==> config.mk <==
export PLATFORM = sky130hd
export DESIGN_NAME = region_page_key_translator_unit_flat
export DESIGN_NICKNAME = d
export VERILOG_FILES = /design/src/rpk_pkg.sv /design/src/rpk_ifs.sv /design/src/rpk_front.sv /design/src/rpk_queue.sv /design/src/rpk_back.sv /design/src/region_page_key_translator_unit.sv /design/src/flat_wrapper.sv
export SDC_FILE = /design/constraint.sdc
export NUM_CORES = 2
export LEC_CHECK = 0
export BUFFER_PORTS_ARGS = -buffer_cell sky130_fd_sc_hd__buf_2
export CAP_MARGIN = 10
export CELL_PAD_IN_SITES_DETAIL_PLACEMENT = 1
export CELL_PAD_IN_SITES_GLOBAL_PLACEMENT = 1
export CORE_UTILIZATION = 45
export DETAILED_ROUTE_END_ITERATION = 16
export GPL_TIMING_DRIVEN = 1
export PLACE_DENSITY_LB_ADDON = 0.2
export SLEW_MARGIN = 20
export SYNTH_ARGS = -nofsm -noshare
export SYNTH_HDL_FRONTEND = slang
export SYNTH_SLANG_ARGS = --single-unit
==> constraint.sdc <==
create_clock -name clk -period 16.7 [get_ports clk]
set_clock_uncertainty 0.05 [all_clocks]
set_input_delay 0.835 -clock clk [delete_from_list [all_inputs] [get_ports clk]]
set_output_delay 0.835 -clock clk [all_outputs]
set_load 0.005 [all_outputs]
==> src/rpk_pkg.sv <==
// rpk_pkg: shared widths, codes and types of the region page key translator
// no dependencies; imported by every other file of the block
`default_nettype none

package rpk_pkg;

	localparam int NUM_REGIONS = 8;
	localparam int ADDR_BITS   = 48;
	localparam int RIDX_W      = $clog2(NUM_REGIONS);

	localparam int OP_W       = 2;
	localparam int REGION_W   = 3;
	localparam int PAGE_W     = 36;
	localparam int TADDR_W    = 49;
	localparam int SHIFT_W    = 5;
	localparam int ACT_W      = 4;
	localparam int OFF_W      = PAGE_W + (2 ** SHIFT_W) - 1;
	localparam int CFG_IDX_W  = 1;
	localparam int CFG_DATA_W = 5;

	localparam int QDEPTH = 2;
	localparam int QPTR_W = $clog2(QDEPTH);
	localparam int QCNT_W = $clog2(QDEPTH + 1);

	localparam logic [CFG_IDX_W-1:0] CFG_PAGE_SHIFT = 1'd0;
	localparam logic [CFG_IDX_W-1:0] CFG_ACTIVE     = 1'd1;

	localparam logic [SHIFT_W-1:0] PAGE_SHIFT_RST = 5'd12;
	localparam logic [ACT_W-1:0]   ACTIVE_RST     = 4'd0;

	typedef enum logic [OP_W-1:0] {
		OP_LOAD = 2'd0,
		OP_A2K  = 2'd1,
		OP_K2A  = 2'd2,
		OP_RSVD = 2'd3
	} opcode_t;

	typedef enum logic [1:0] {
		K_NONE,
		K_LOAD,
		K_A2K,
		K_K2A
	} kind_t;

	typedef struct packed {
		logic [SHIFT_W-1:0] page_shift;
		logic [ACT_W-1:0]   active;
	} cfg_t;

	// aux holds the region length for a load and the byte offset for key to address
	typedef struct packed {
		kind_t                 kind;
		logic [REGION_W-1:0]   idx;
		logic [ADDR_BITS-1:0]  addr;
		logic [ADDR_BITS-1:0]  aux;
	} item_t;

endpackage

`default_nettype wire

==> src/rpk_ifs.sv <==
// rpk_ifs: request, response and configuration channel interfaces
// depends on rpk_pkg for field widths
`default_nettype none

interface rpk_in_if
	import rpk_pkg::*;
();
	logic                  valid;
	logic                  ready;
	logic [OP_W-1:0]       opcode;
	logic [REGION_W-1:0]   region_index;
	logic [ADDR_BITS-1:0]  address;
	logic [ADDR_BITS-1:0]  region_length;
	logic [PAGE_W-1:0]     page_number;

	modport source (output valid, opcode, region_index, address, region_length, page_number,
		input ready);
	modport sink (input valid, opcode, region_index, address, region_length, page_number,
		output ready);
endinterface

interface rpk_out_if
	import rpk_pkg::*;
();
	logic                  valid;
	logic                  ready;
	logic                  found;
	logic [REGION_W-1:0]   hit_region;
	logic [PAGE_W-1:0]     hit_page;
	logic [TADDR_W-1:0]    translated_address;

	modport source (output valid, found, hit_region, hit_page, translated_address,
		input ready);
	modport sink (input valid, found, hit_region, hit_page, translated_address,
		output ready);
endinterface

interface rpk_cfg_if
	import rpk_pkg::*;
();
	logic                   valid;
	logic                   ready;
	logic [CFG_IDX_W-1:0]   index;
	logic [CFG_DATA_W-1:0]  data;

	modport source (output valid, index, data, input ready);
	modport sink (input valid, index, data, output ready);
endinterface

`default_nettype wire

==> src/rpk_front.sv <==
// rpk_front: configuration registers and request classification
// depends on rpk_pkg and rpk_ifs; feeds rpk_queue
`default_nettype none

module rpk_front
	import rpk_pkg::*;
(
	input  wire logic  clk,
	input  wire logic  arst_n,
	rpk_in_if.sink     req,
	rpk_cfg_if.sink    cfg,
	output cfg_t       cfg_o,
	output logic       push,
	output item_t      push_item,
	input  wire logic  push_ready
);

	logic [SHIFT_W-1:0] page_shift_q;
	logic [ACT_W-1:0]   active_q;
	logic [OFF_W-1:0]   off_full;
	logic               off_fits;
	logic               in_active;
	logic               load_ok;

	assign cfg.ready = 1'b1;
	assign cfg_o.page_shift = page_shift_q;
	assign cfg_o.active = active_q;

	always_ff @(posedge clk or negedge arst_n) begin
		if (!arst_n) begin
			page_shift_q <= PAGE_SHIFT_RST;
			active_q <= ACTIVE_RST;
		end else if (cfg.valid) begin
			case (cfg.index)
				CFG_PAGE_SHIFT: page_shift_q <= cfg.data[SHIFT_W-1:0];
				CFG_ACTIVE: active_q <= cfg.data[ACT_W-1:0];
				default: ;
			endcase
		end
	end

	assign req.ready = push_ready;
	assign push = req.valid;

	// page offset in bytes, too wide for any region length means a miss
	assign off_full = OFF_W'(req.page_number) << page_shift_q;
	assign off_fits = (off_full[OFF_W-1:ADDR_BITS] == '0);
	assign in_active = ((ACT_W + 1)'(req.region_index) < (ACT_W + 1)'(active_q));
	assign load_ok = (32'(req.region_index) < NUM_REGIONS);

	always_comb begin
		push_item.idx = req.region_index;
		push_item.addr = req.address;
		push_item.aux = req.region_length;
		push_item.kind = K_NONE;
		case (opcode_t'(req.opcode))
			OP_LOAD: push_item.kind = load_ok ? K_LOAD : K_NONE;
			OP_A2K: push_item.kind = K_A2K;
			OP_K2A: begin
				push_item.kind = (in_active && off_fits) ? K_K2A : K_NONE;
				push_item.aux = off_full[ADDR_BITS-1:0];
			end
			default: push_item.kind = K_NONE;
		endcase
	end

endmodule

`default_nettype wire

==> src/rpk_queue.sv <==
// rpk_queue: two-entry queue between the classifying front and the table back end
// depends on rpk_pkg
`default_nettype none

module rpk_queue
	import rpk_pkg::*;
(
	input  wire logic   clk,
	input  wire logic   arst_n,
	input  wire logic   push,
	input  wire item_t  push_item,
	output logic        push_ready,
	output logic        pop_valid,
	output item_t       pop_item,
	input  wire logic   pop
);

	item_t              mem_q [QDEPTH];
	logic [QPTR_W-1:0]  wr_q;
	logic [QPTR_W-1:0]  rd_q;
	logic [QCNT_W-1:0]  cnt_q;
	logic               do_push;
	logic               do_pop;

	assign push_ready = (cnt_q != QCNT_W'(QDEPTH));
	assign pop_valid = (cnt_q != '0);
	assign pop_item = mem_q[rd_q];
	assign do_push = push && push_ready;
	assign do_pop = pop && pop_valid;

	always_ff @(posedge clk or negedge arst_n) begin
		if (!arst_n) begin
			wr_q <= '0;
			rd_q <= '0;
			cnt_q <= '0;
		end else begin
			if (do_push) begin
				wr_q <= (32'(wr_q) == QDEPTH - 1) ? '0 : wr_q + 1'b1;
			end
			if (do_pop) begin
				rd_q <= (32'(rd_q) == QDEPTH - 1) ? '0 : rd_q + 1'b1;
			end
			case ({do_push, do_pop})
				2'b10: cnt_q <= cnt_q + 1'b1;
				2'b01: cnt_q <= cnt_q - 1'b1;
				default: cnt_q <= cnt_q;
			endcase
		end
	end

	always_ff @(posedge clk) begin
		if (do_push) begin
			mem_q[wr_q] <= push_item;
		end
	end

endmodule

`default_nettype wire

==> src/rpk_back.sv <==
// rpk_back: region table, parallel match stage and registered response
// depends on rpk_pkg and rpk_ifs; drained from rpk_queue
`default_nettype none

module rpk_back
	import rpk_pkg::*;
(
	input  wire logic   clk,
	input  wire logic   arst_n,
	input  wire cfg_t   cfg_i,
	input  wire logic   pop_valid,
	input  wire item_t  pop_item,
	output logic        pop,
	rpk_out_if.source   rsp
);

	logic [ADDR_BITS-1:0] base_q [NUM_REGIONS];
	logic [ADDR_BITS-1:0] size_q [NUM_REGIONS];

	logic                  v_s1;
	kind_t                 kind_s1;
	logic                  found_s1;
	logic [REGION_W-1:0]   region_s1;
	logic [ADDR_BITS-1:0]  opa_s1;
	logic [ADDR_BITS-1:0]  opb_s1;

	logic                  out_v_q;
	logic                  found_q;
	logic [REGION_W-1:0]   region_q;
	logic [PAGE_W-1:0]     page_q;
	logic [TADDR_W-1:0]    taddr_q;

	logic                  out_free;
	logic                  s1_free;
	logic [NUM_REGIONS-1:0] match;
	logic                  any_hit;
	logic [RIDX_W-1:0]     hit_idx;
	logic [RIDX_W-1:0]     tidx;
	logic                  k2a_hit;
	logic                  n_found;
	logic [REGION_W-1:0]   n_region;
	logic [ADDR_BITS-1:0]  n_opa;
	logic [ADDR_BITS-1:0]  n_opb;
	logic [ADDR_BITS-1:0]  diff;
	logic [ADDR_BITS-1:0]  sum;
	logic [ADDR_BITS-1:0]  diff_sh;

	assign out_free = !out_v_q || rsp.ready;
	assign s1_free = !v_s1 || out_free;
	assign pop = pop_valid && s1_free;
	assign tidx = RIDX_W'(pop_item.idx);

	// every active region compared at once
	always_comb begin
		for (int i = 0; i < NUM_REGIONS; i++) begin
			match[i] = (i < int'(cfg_i.active))
				&& (pop_item.addr >= base_q[i])
				&& ({1'b0, pop_item.addr} < ({1'b0, base_q[i]} + {1'b0, size_q[i]}));
		end
	end

	// lowest-numbered match wins
	always_comb begin
		any_hit = 1'b0;
		hit_idx = '0;
		for (int i = NUM_REGIONS - 1; i >= 0; i--) begin
			if (match[i]) begin
				any_hit = 1'b1;
				hit_idx = RIDX_W'(i);
			end
		end
	end

	assign k2a_hit = (pop_item.aux < size_q[tidx]);

	always_comb begin
		n_found = 1'b0;
		n_region = '0;
		n_opa = pop_item.addr;
		n_opb = base_q[hit_idx];
		case (pop_item.kind)
			K_LOAD: n_found = 1'b1;
			K_A2K: begin
				n_found = any_hit;
				n_region = any_hit ? REGION_W'(hit_idx) : '0;
			end
			K_K2A: begin
				n_found = k2a_hit;
				n_opa = base_q[tidx];
				n_opb = pop_item.aux;
			end
			default: n_found = 1'b0;
		endcase
	end

	always_ff @(posedge clk) begin
		if (pop && pop_item.kind == K_LOAD) begin
			base_q[tidx] <= pop_item.addr;
			size_q[tidx] <= pop_item.aux;
		end
	end

	always_ff @(posedge clk or negedge arst_n) begin
		if (!arst_n) begin
			v_s1 <= 1'b0;
		end else if (s1_free) begin
			v_s1 <= pop_valid;
		end
	end

	always_ff @(posedge clk) begin
		if (pop) begin
			kind_s1 <= pop_item.kind;
			found_s1 <= n_found;
			region_s1 <= n_region;
			opa_s1 <= n_opa;
			opb_s1 <= n_opb;
		end
	end

	assign diff = opa_s1 - opb_s1;
	assign sum = opa_s1 + opb_s1;
	assign diff_sh = diff >> cfg_i.page_shift;

	always_ff @(posedge clk or negedge arst_n) begin
		if (!arst_n) begin
			out_v_q <= 1'b0;
		end else if (out_free) begin
			out_v_q <= v_s1;
		end
	end

	always_ff @(posedge clk) begin
		if (out_free && v_s1) begin
			found_q <= found_s1;
			region_q <= region_s1;
			page_q <= (kind_s1 == K_A2K && found_s1) ? diff_sh[PAGE_W-1:0] : '0;
			taddr_q <= (kind_s1 == K_K2A && found_s1) ? TADDR_W'(sum) : '0;
		end
	end

	assign rsp.valid = out_v_q;
	assign rsp.found = found_q;
	assign rsp.hit_region = region_q;
	assign rsp.hit_page = page_q;
	assign rsp.translated_address = taddr_q;

endmodule

`default_nettype wire

==> src/region_page_key_translator_unit.sv <==
// region_page_key_translator_unit: top level of the region page key translator
// depends on rpk_pkg, rpk_ifs, rpk_front, rpk_queue and rpk_back
//
// channels: req carries one request (opcode, region_index, address, region_length,
// page_number); rsp returns exactly one response per request, in order; cfg writes
// page_shift (index 0) or active_regions (index 1), always ready
// opcode 0 loads a table entry, 1 maps an address to (region, page), 2 maps
// (region, page) back to an address; a miss or opcode 3 gives found low, all zero
// path: queue entry, match stage register, response register; throughput is one
// request per cycle while rsp is ready, set by the single match stage that compares
// all eight regions in parallel and the two-entry queue before it
// reset: queue and pipeline empty, page_shift 12, active_regions 0; table
// contents are undefined until loaded
// stall: a held response freezes the back end; req.ready drops once the two-entry
// queue is full, so up to four requests wait inside
`default_nettype none

module region_page_key_translator_unit
	import rpk_pkg::*;
(
	input  wire logic  clk,
	input  wire logic  arst_n,
	rpk_in_if.sink     req,
	rpk_cfg_if.sink    cfg,
	rpk_out_if.source  rsp
);

	cfg_t   cfg_cur;
	logic   push;
	item_t  push_item;
	logic   push_ready;
	logic   pop_valid;
	item_t  pop_item;
	logic   pop;

	rpk_front u_front (
		.clk        (clk),
		.arst_n     (arst_n),
		.req        (req),
		.cfg        (cfg),
		.cfg_o      (cfg_cur),
		.push       (push),
		.push_item  (push_item),
		.push_ready (push_ready)
	);

	rpk_queue u_queue (
		.clk        (clk),
		.arst_n     (arst_n),
		.push       (push),
		.push_item  (push_item),
		.push_ready (push_ready),
		.pop_valid  (pop_valid),
		.pop_item   (pop_item),
		.pop        (pop)
	);

	rpk_back u_back (
		.clk       (clk),
		.arst_n    (arst_n),
		.cfg_i     (cfg_cur),
		.pop_valid (pop_valid),
		.pop_item  (pop_item),
		.pop       (pop),
		.rsp       (rsp)
	);

endmodule

`default_nettype wire

==> src/flat_wrapper.sv <==
// flat-port wrapper written by rule: the top's interface ports become plain ports
module region_page_key_translator_unit_flat import rpk_pkg::*;
  (clk, arst_n, req_valid, req_opcode, req_region_index, req_address, req_region_length, req_page_number, req_ready, cfg_valid, cfg_index, cfg_data, cfg_ready, rsp_valid, rsp_found, rsp_hit_region, rsp_hit_page, rsp_translated_address, rsp_ready);
  rpk_in_if req_i ();
  rpk_cfg_if cfg_i ();
  rpk_out_if rsp_i ();
  input  wire logic clk;
  input  wire logic arst_n;
  input wire logic [$bits(req_i.valid)-1:0] req_valid;
  input wire logic [$bits(req_i.opcode)-1:0] req_opcode;
  input wire logic [$bits(req_i.region_index)-1:0] req_region_index;
  input wire logic [$bits(req_i.address)-1:0] req_address;
  input wire logic [$bits(req_i.region_length)-1:0] req_region_length;
  input wire logic [$bits(req_i.page_number)-1:0] req_page_number;
  output wire logic [$bits(req_i.ready)-1:0] req_ready;
  input wire logic [$bits(cfg_i.valid)-1:0] cfg_valid;
  input wire logic [$bits(cfg_i.index)-1:0] cfg_index;
  input wire logic [$bits(cfg_i.data)-1:0] cfg_data;
  output wire logic [$bits(cfg_i.ready)-1:0] cfg_ready;
  output wire logic [$bits(rsp_i.valid)-1:0] rsp_valid;
  output wire logic [$bits(rsp_i.found)-1:0] rsp_found;
  output wire logic [$bits(rsp_i.hit_region)-1:0] rsp_hit_region;
  output wire logic [$bits(rsp_i.hit_page)-1:0] rsp_hit_page;
  output wire logic [$bits(rsp_i.translated_address)-1:0] rsp_translated_address;
  input wire logic [$bits(rsp_i.ready)-1:0] rsp_ready;
  assign req_i.valid = req_valid;
  assign req_i.opcode = req_opcode;
  assign req_i.region_index = req_region_index;
  assign req_i.address = req_address;
  assign req_i.region_length = req_region_length;
  assign req_i.page_number = req_page_number;
  assign req_ready = req_i.ready;
  assign cfg_i.valid = cfg_valid;
  assign cfg_i.index = cfg_index;
  assign cfg_i.data = cfg_data;
  assign cfg_ready = cfg_i.ready;
  assign rsp_valid = rsp_i.valid;
  assign rsp_found = rsp_i.found;
  assign rsp_hit_region = rsp_i.hit_region;
  assign rsp_hit_page = rsp_i.hit_page;
  assign rsp_translated_address = rsp_i.translated_address;
  assign rsp_i.ready = rsp_ready;
  region_page_key_translator_unit u_core (.clk(clk), .arst_n(arst_n), .req(req_i), .cfg(cfg_i), .rsp(rsp_i));
endmodule
# Word-level counts from Yosys, hierarchy flattened
# Memories as Yosys holds them, arrays and structs flattened.
# Index checks and enable logic that the tools add are counted.
dict set report totals {
  regBits 206
  mem_bits_rw 970
  in_bits 148
  out_inout_bits 92
  word_cells 137
  memories 3
}
dict set report classes {
  add_sub_neg 14
  order_cmp 26
  n_eq_ne 10
  shifts 2
  muxes 29
  n_bitwise 1
  reduce_logical 35
}
# name depth width read_ports rd_ports_with_merged_regs write_ports line_no
set mem_list {}
lappend mem_list {u_core.u_back.base_q 8 48 10 0 1 rpk_back.sv:17} ;# logic [ADDR_BITS-1:0] base_q [NUM_REGIONS];
lappend mem_list {u_core.u_back.size_q 8 48 9 0 1 rpk_back.sv:18} ;# logic [ADDR_BITS-1:0] size_q [NUM_REGIONS];
lappend mem_list {u_core.u_queue.mem_q 2 101 1 0 1 rpk_queue.sv:18} ;# item_t mem_q [QDEPTH];
# operator count
set op_table {}
lappend op_table {{$add 48x48->49} 8}
lappend op_table {{$lt 48x49->1} 8}
lappend op_table {{$ge 48x48->1} 8}
lappend op_table {{$mux 48} 3}
lappend op_table {{$shl 36x5->67} 1}
lappend op_table {{$add 48x48->48} 1}
lappend op_table {{$lt 48x48->1} 1}
lappend op_table {{$shr 48x5->36} 1}
lappend op_table {{$sub 48x48->48} 1}
lappend op_table {{$logic_and 1x1->1} 24}
lappend op_table {{$mux 3} 8}
lappend op_table {{$logic_not 19->1} 1}
lappend op_table {{$lt 3x4->1 const A} 4}
lappend op_table {{$mux 1} 14}
lappend op_table {{$eq 2x2->1 const B} 6}
lappend op_table {{$lt 1x4->1 const A} 2}
lappend op_table {{$lt 2x4->1 const A} 2}
lappend op_table {{$eq 2x1->1 const B} 3}
lappend op_table {{$pmux 2 s3} 1}
lappend op_table {{$reduce_and 2->1} 3}
lappend op_table {{$lt 3x4->1} 1}
lappend op_table {{$pmux 2 s2} 1}
lappend op_table {{$reduce_bool 2->1} 2}
lappend op_table {{$pmux 1 s3} 1}
lappend op_table {{other kinds (9)} 12}

# Logic depth before layout (Yosys ltp)
# An unclocked memory read counts as a cell.
dict set report logic_depth {
  ltp_word 14
  ltp_mapped 34
  depth_no_buf 32
}

# Cells and area by module
# Synthesis repeated with hierarchy kept, for this count alone.
dict set report unflattened {
  hier_cells 9455
  area_unflattened_um2 96080.9
}
# mod instances cells_per_inst area_per_inst_um2 seq_area_each_um2
set modules_own_cells {}
lappend modules_own_cells {rpk_back 1 8701 84703.7 28817.6}
lappend modules_own_cells {rpk_queue 1 331 7806.2 6165.9}
lappend modules_own_cells {rpk_front 1 423 3570.9 227.7}

# Worst setup path after synthesis
# No wires, ideal clock.
dict set report synth_path {
  kind {in2reg}
  startpoint {input port rsp_ready}
  endpoint {memory u_core.u_back.base_q[1][0], enable pin}
  setup_time_ns 0.668
  t_arrival_ns 14.086
  required_time_ns 15.982
  slack_ns 1.897
  path_stages 4
  path_buffers 0
  cell_sequence {nor2b_1 a21oi_1 nand3_1 nor3_1}
}
dict set report synth_via {
  elab_chain_len 6
}
# element line_no
set synth_lines {}
lappend synth_lines {{from (decl)} flat_wrapper.sv:25} ;# input wire logic [$bits(rsp_i.ready)-1:0] rsp_ready;
lappend synth_lines {{$logic_or 1x1->1} rpk_back.sv:48} ;# assign out_free = !out_v_q || rsp.ready;
lappend synth_lines {{$logic_or 1x1->1} rpk_back.sv:49} ;# assign s1_free = !v_s1 || out_free;
lappend synth_lines {{$logic_and 1x1->1} rpk_back.sv:50} ;# assign pop = pop_valid && s1_free;
lappend synth_lines {{named net u_core.pop} region_page_key_translator_unit.sv:34} ;# logic pop;
lappend synth_lines {{$logic_and 1x1->1} rpk_back.sv:97} ;# if (pop && pop_item.kind == K_LOAD) begin
lappend synth_lines {{$mux 1} rpk_back.sv:97}
lappend synth_lines {{$mux 1 (not written as such)} rpk_back.sv:98} ;# base_q[tidx] <= pop_item.addr;
lappend synth_lines {{to (decl)} rpk_back.sv:17}
# The timed path passes the listed nets, and every way through them passes these cells.

==> out/metrics.csv <==
metric,value,unit
critPathArrivalTime,10990,ps
dp_hpwl,365,mm
root_buffer,clkbuf_16,
timing.fmax,95.7,MHz
cts.path.max_buffers,3,
dr.pass1.iters,6,
peakVddDrop,264,uV
fin_util,0.503,
die_area,0.209,sq mm
finalWirelength,464,mm
synthMuxAreaShare,0.0489,
die_h,457,microns
finalSetupTns,0,ps
grt_pass1_wl,641,mm
portBuffers,237,
tightestPinTransition,1290,ps
crit_path_top_delay_cell,nor3_1,
synth.top_cell.area_share,0.374,
synth-compound-area-share,0.211,
clk_latency,850,ps
dp_cells,12000,
crit_path_end,u_core.u_back.opb_s1[12],
area_growth,10.9,%
cts_sinks,1175,
crit_path_end_kind,flip-flop,
power.leakage,43.1,nW
cts_setup_buffers,0,
final_common_cell,ha_1,
r2r_end,u_core.u_back.opb_s1[12],
timing.final.ws_setup,6250,ps
ys_seq_area_frac,0.378,
track_usage,0.433,
drt_iter0_drc,11300,
wl_per_cell,37.6,microns
hold_slack,135,ps
antenna_found_initial,47,
max_cap_viol_count,0,
setup_viol,0,
synth_edf_count,1160,
die_w,457,microns
core-area,0.205,sq mm
synth_xor_area_frac,0.0409,
synthArstFlopShare,0.0128,
top_layer,met5,
startpoint,u_core.u_back.base_q[1][0],
vias,85100,
synth_cell_types,122,
final_cell_mix,"ha_1, edfxtp_1, a21oi_1",
wl_met2,187,mm
cp_max_fo,56,
hold_viol_final,0,
min_period_over_period,0.626,
dp_slack,6480,ps
path_class,flip-flop to flip-flop,
cts_tree,built,
relSlewSlack,0.115,
synthAdderAreaFrac,0.175,
yosysWarnings,0,
ys_top_cells_by_area,"edfxtp_1, ha_1, a21oi_1",
grt_pass1_vias,83700,
fin_nets,11000,
clk_pin_slew,60,ps
rrSetupSlack,6250,ps
grt-ovfl-total,0,
cts.htree.levels,4,
critPathRequiredTime,17240,ps
grt_setup_unrepaired,no,
drt-met1-wl,190,mm
synth_top_family_by_area,compound AO/OA/AOI/OAI gates,
cts_inserted_buffers,146,
syn-num-nets,10700,
finalMaxSlewViolations,0,
ys.flop_type,edfxtp_1,
fin_cells,12300,
finalCriticalPeriod,10450,ps
synthesis.area,0.0930,sq mm
yosysTopAreaCell,edfxtp_1,
worst_hold_path_type,primary input to flip-flop,
ff2ff_path_depth,29,
synth.avg_cell_area,10.0,sq um
power.density,204,mW/mm^2
ant_nets,0,
status,"finished, final reports clean",
boundaryPins,240,
start_util,0.454,
r2r-start,u_core.u_back.base_q[1][0],
synthSimpleGateAreaFrac,0.105,
synth-seq-cells,1175,
place.gp.congestion,1.03,
critPathLaunchType,flip-flop,
drc,0,
routed_via_density,6.90,
grt_start_max_net_pins,104,
num_rows,166,
drive_above_1_share,0.0991,
wl_met3,65.8,mm
synth_cells,9261,
max_stage_delay,860,ps
-- flip-flops by register name (all words and copies together), names as in the netlist --
register / flops
u_core.u_back.rsp.hit_region: 3
u_core.u_back.rsp.found: 1
u_core.u_back.v_s1: 1
u_core.u_back.opb_s1: 48
u_core.u_back.base_q: 384
u_core.u_back.opa_s1: 48
u_core.u_queue.cnt_q: 2
u_core.u_queue.rd_q: 1
u_core.u_back.kind_s1: 2
u_core.u_back.rsp.translated_address: 48
u_core.u_back.rsp.valid: 1
u_core.u_back.found_s1: 1
u_core.u_queue.wr_q: 1
u_core.u_front.page_shift_q: 5
u_core.u_back.size_q: 384
u_core.u_queue.mem_q: 202
u_core.u_front.active_q: 4
u_core.u_back.region_s1: 3
u_core.u_back.rsp.hit_page: 36
-- how the worst min path moves through the flow --
| stage | cells past startpoint | slack [ps] | start | to |
|---|---|---|---|---|
| floorplan | 0 | 350 | u_core.u_back.region_s1[0] | u_core.u_back.rsp.hit_region[0] |
| global placement | 0 | 360 | u_core.u_back.region_s1[0] | u_core.u_back.rsp.hit_region[0] |
| detailed placement | 0 | 370 | u_core.u_back.region_s1[2] | u_core.u_back.rsp.hit_region[2] |
| CTS | 1 | 100 | req_address[47] | u_core.u_queue.mem_q[0][95] |
| global route | 1 | 110 | req_address[47] | u_core.u_queue.mem_q[0][95] |
| finish | 1 | 130 | req_address[14] | u_core.u_queue.mem_q[0][62] |
-- metal layers --
metal  vias up  track usage
met5         -            0
met4        28        0.180
met3       880        0.164
met2      5217        0.610
met1     43100        0.591
li1      35900            -
-- power by group --
| group | internal [W] | total (W) | switching (W) |
|---|---|---|---|
| logic | 0.00414 | 0.0129 | 0.00879 |
| registers | 0.00419 | 0.00465 | 0.000460 |
| clock network | 0.00201 | 0.00345 | 0.00144 |
-- worst max-delay path, delay by kind of cell, from the launching register on --
| family | cells | cell delay [ps] |
|---|---|---|
| adders and majority gates | 3 | 1030 |
| muxes | 1 | 300 |
| DFF | 1 | 530 |
| buffers and inverters | 2 | 960 |
| and+or+nand+nor | 3 | 1280 |
| AOI/OAI and AO/OA | 19 | 5670 |
| xor gates and xnor gates | 1 | 190 |
-- cell usage after synthesis (all sizes together) (96+ instances only) --
library cell,instances
xnor2,240
a21oi,838
a21o,365
mux2,102
buf,105
edfxtp,1160
o21ai,503
a221oi,150
ha,1288
inv,638
nand4,165
nor2b,96
nand3,130
nand2,702
a22oi,111
mux2i,205
nor2,561
a211oi,105
xor2,195
o21a,99
nor3,113
clkbuf,211
-- metrics by stage --
stage / instance area [sq um] / power, W
final: 103000 / 0.0210
after global routing: 103000 / 0.0218
after CTS: 103000 / 0.0206
after detailed placement: 98000 / 0.0171
after global placement: 98000 / 0.0168
after floorplan: 93000 / 0.0121
-- final cells by class --
type	count	area, sq um
tap	2688	3360
inverter	640	2400
timing repair buffer	414	2620
fill	22500	102000
clock buffer	176	3800
clock inverter	91	1260
multi-input combinational	7130	54400
antenna	27	67.6
sequential	1175	35200
-- kinds of logic (layout without fill, tap and decap cells) --
group / after synthesis / after routing
other: 2 / 29
AND/OR/NAND/NOR: 2099 / 2099
multiplexers: 366 / 366
XOR/XNOR: 435 / 435
flip-flops: 1175 / 1175
adder cells (fa/ha/maj): 1298 / 1298
AO/OA/AOI/OAI: 2930 / 2930
buffers and inverters: 956 / 1321
-- repair_timing --
item | in CTS | in global routing
hold buffers | 1 | 0
resized for setup | 0 | 0
endpoints found under the hold margin | 13 | 0
No activity file was read; power rests on OpenSTA's default activity.
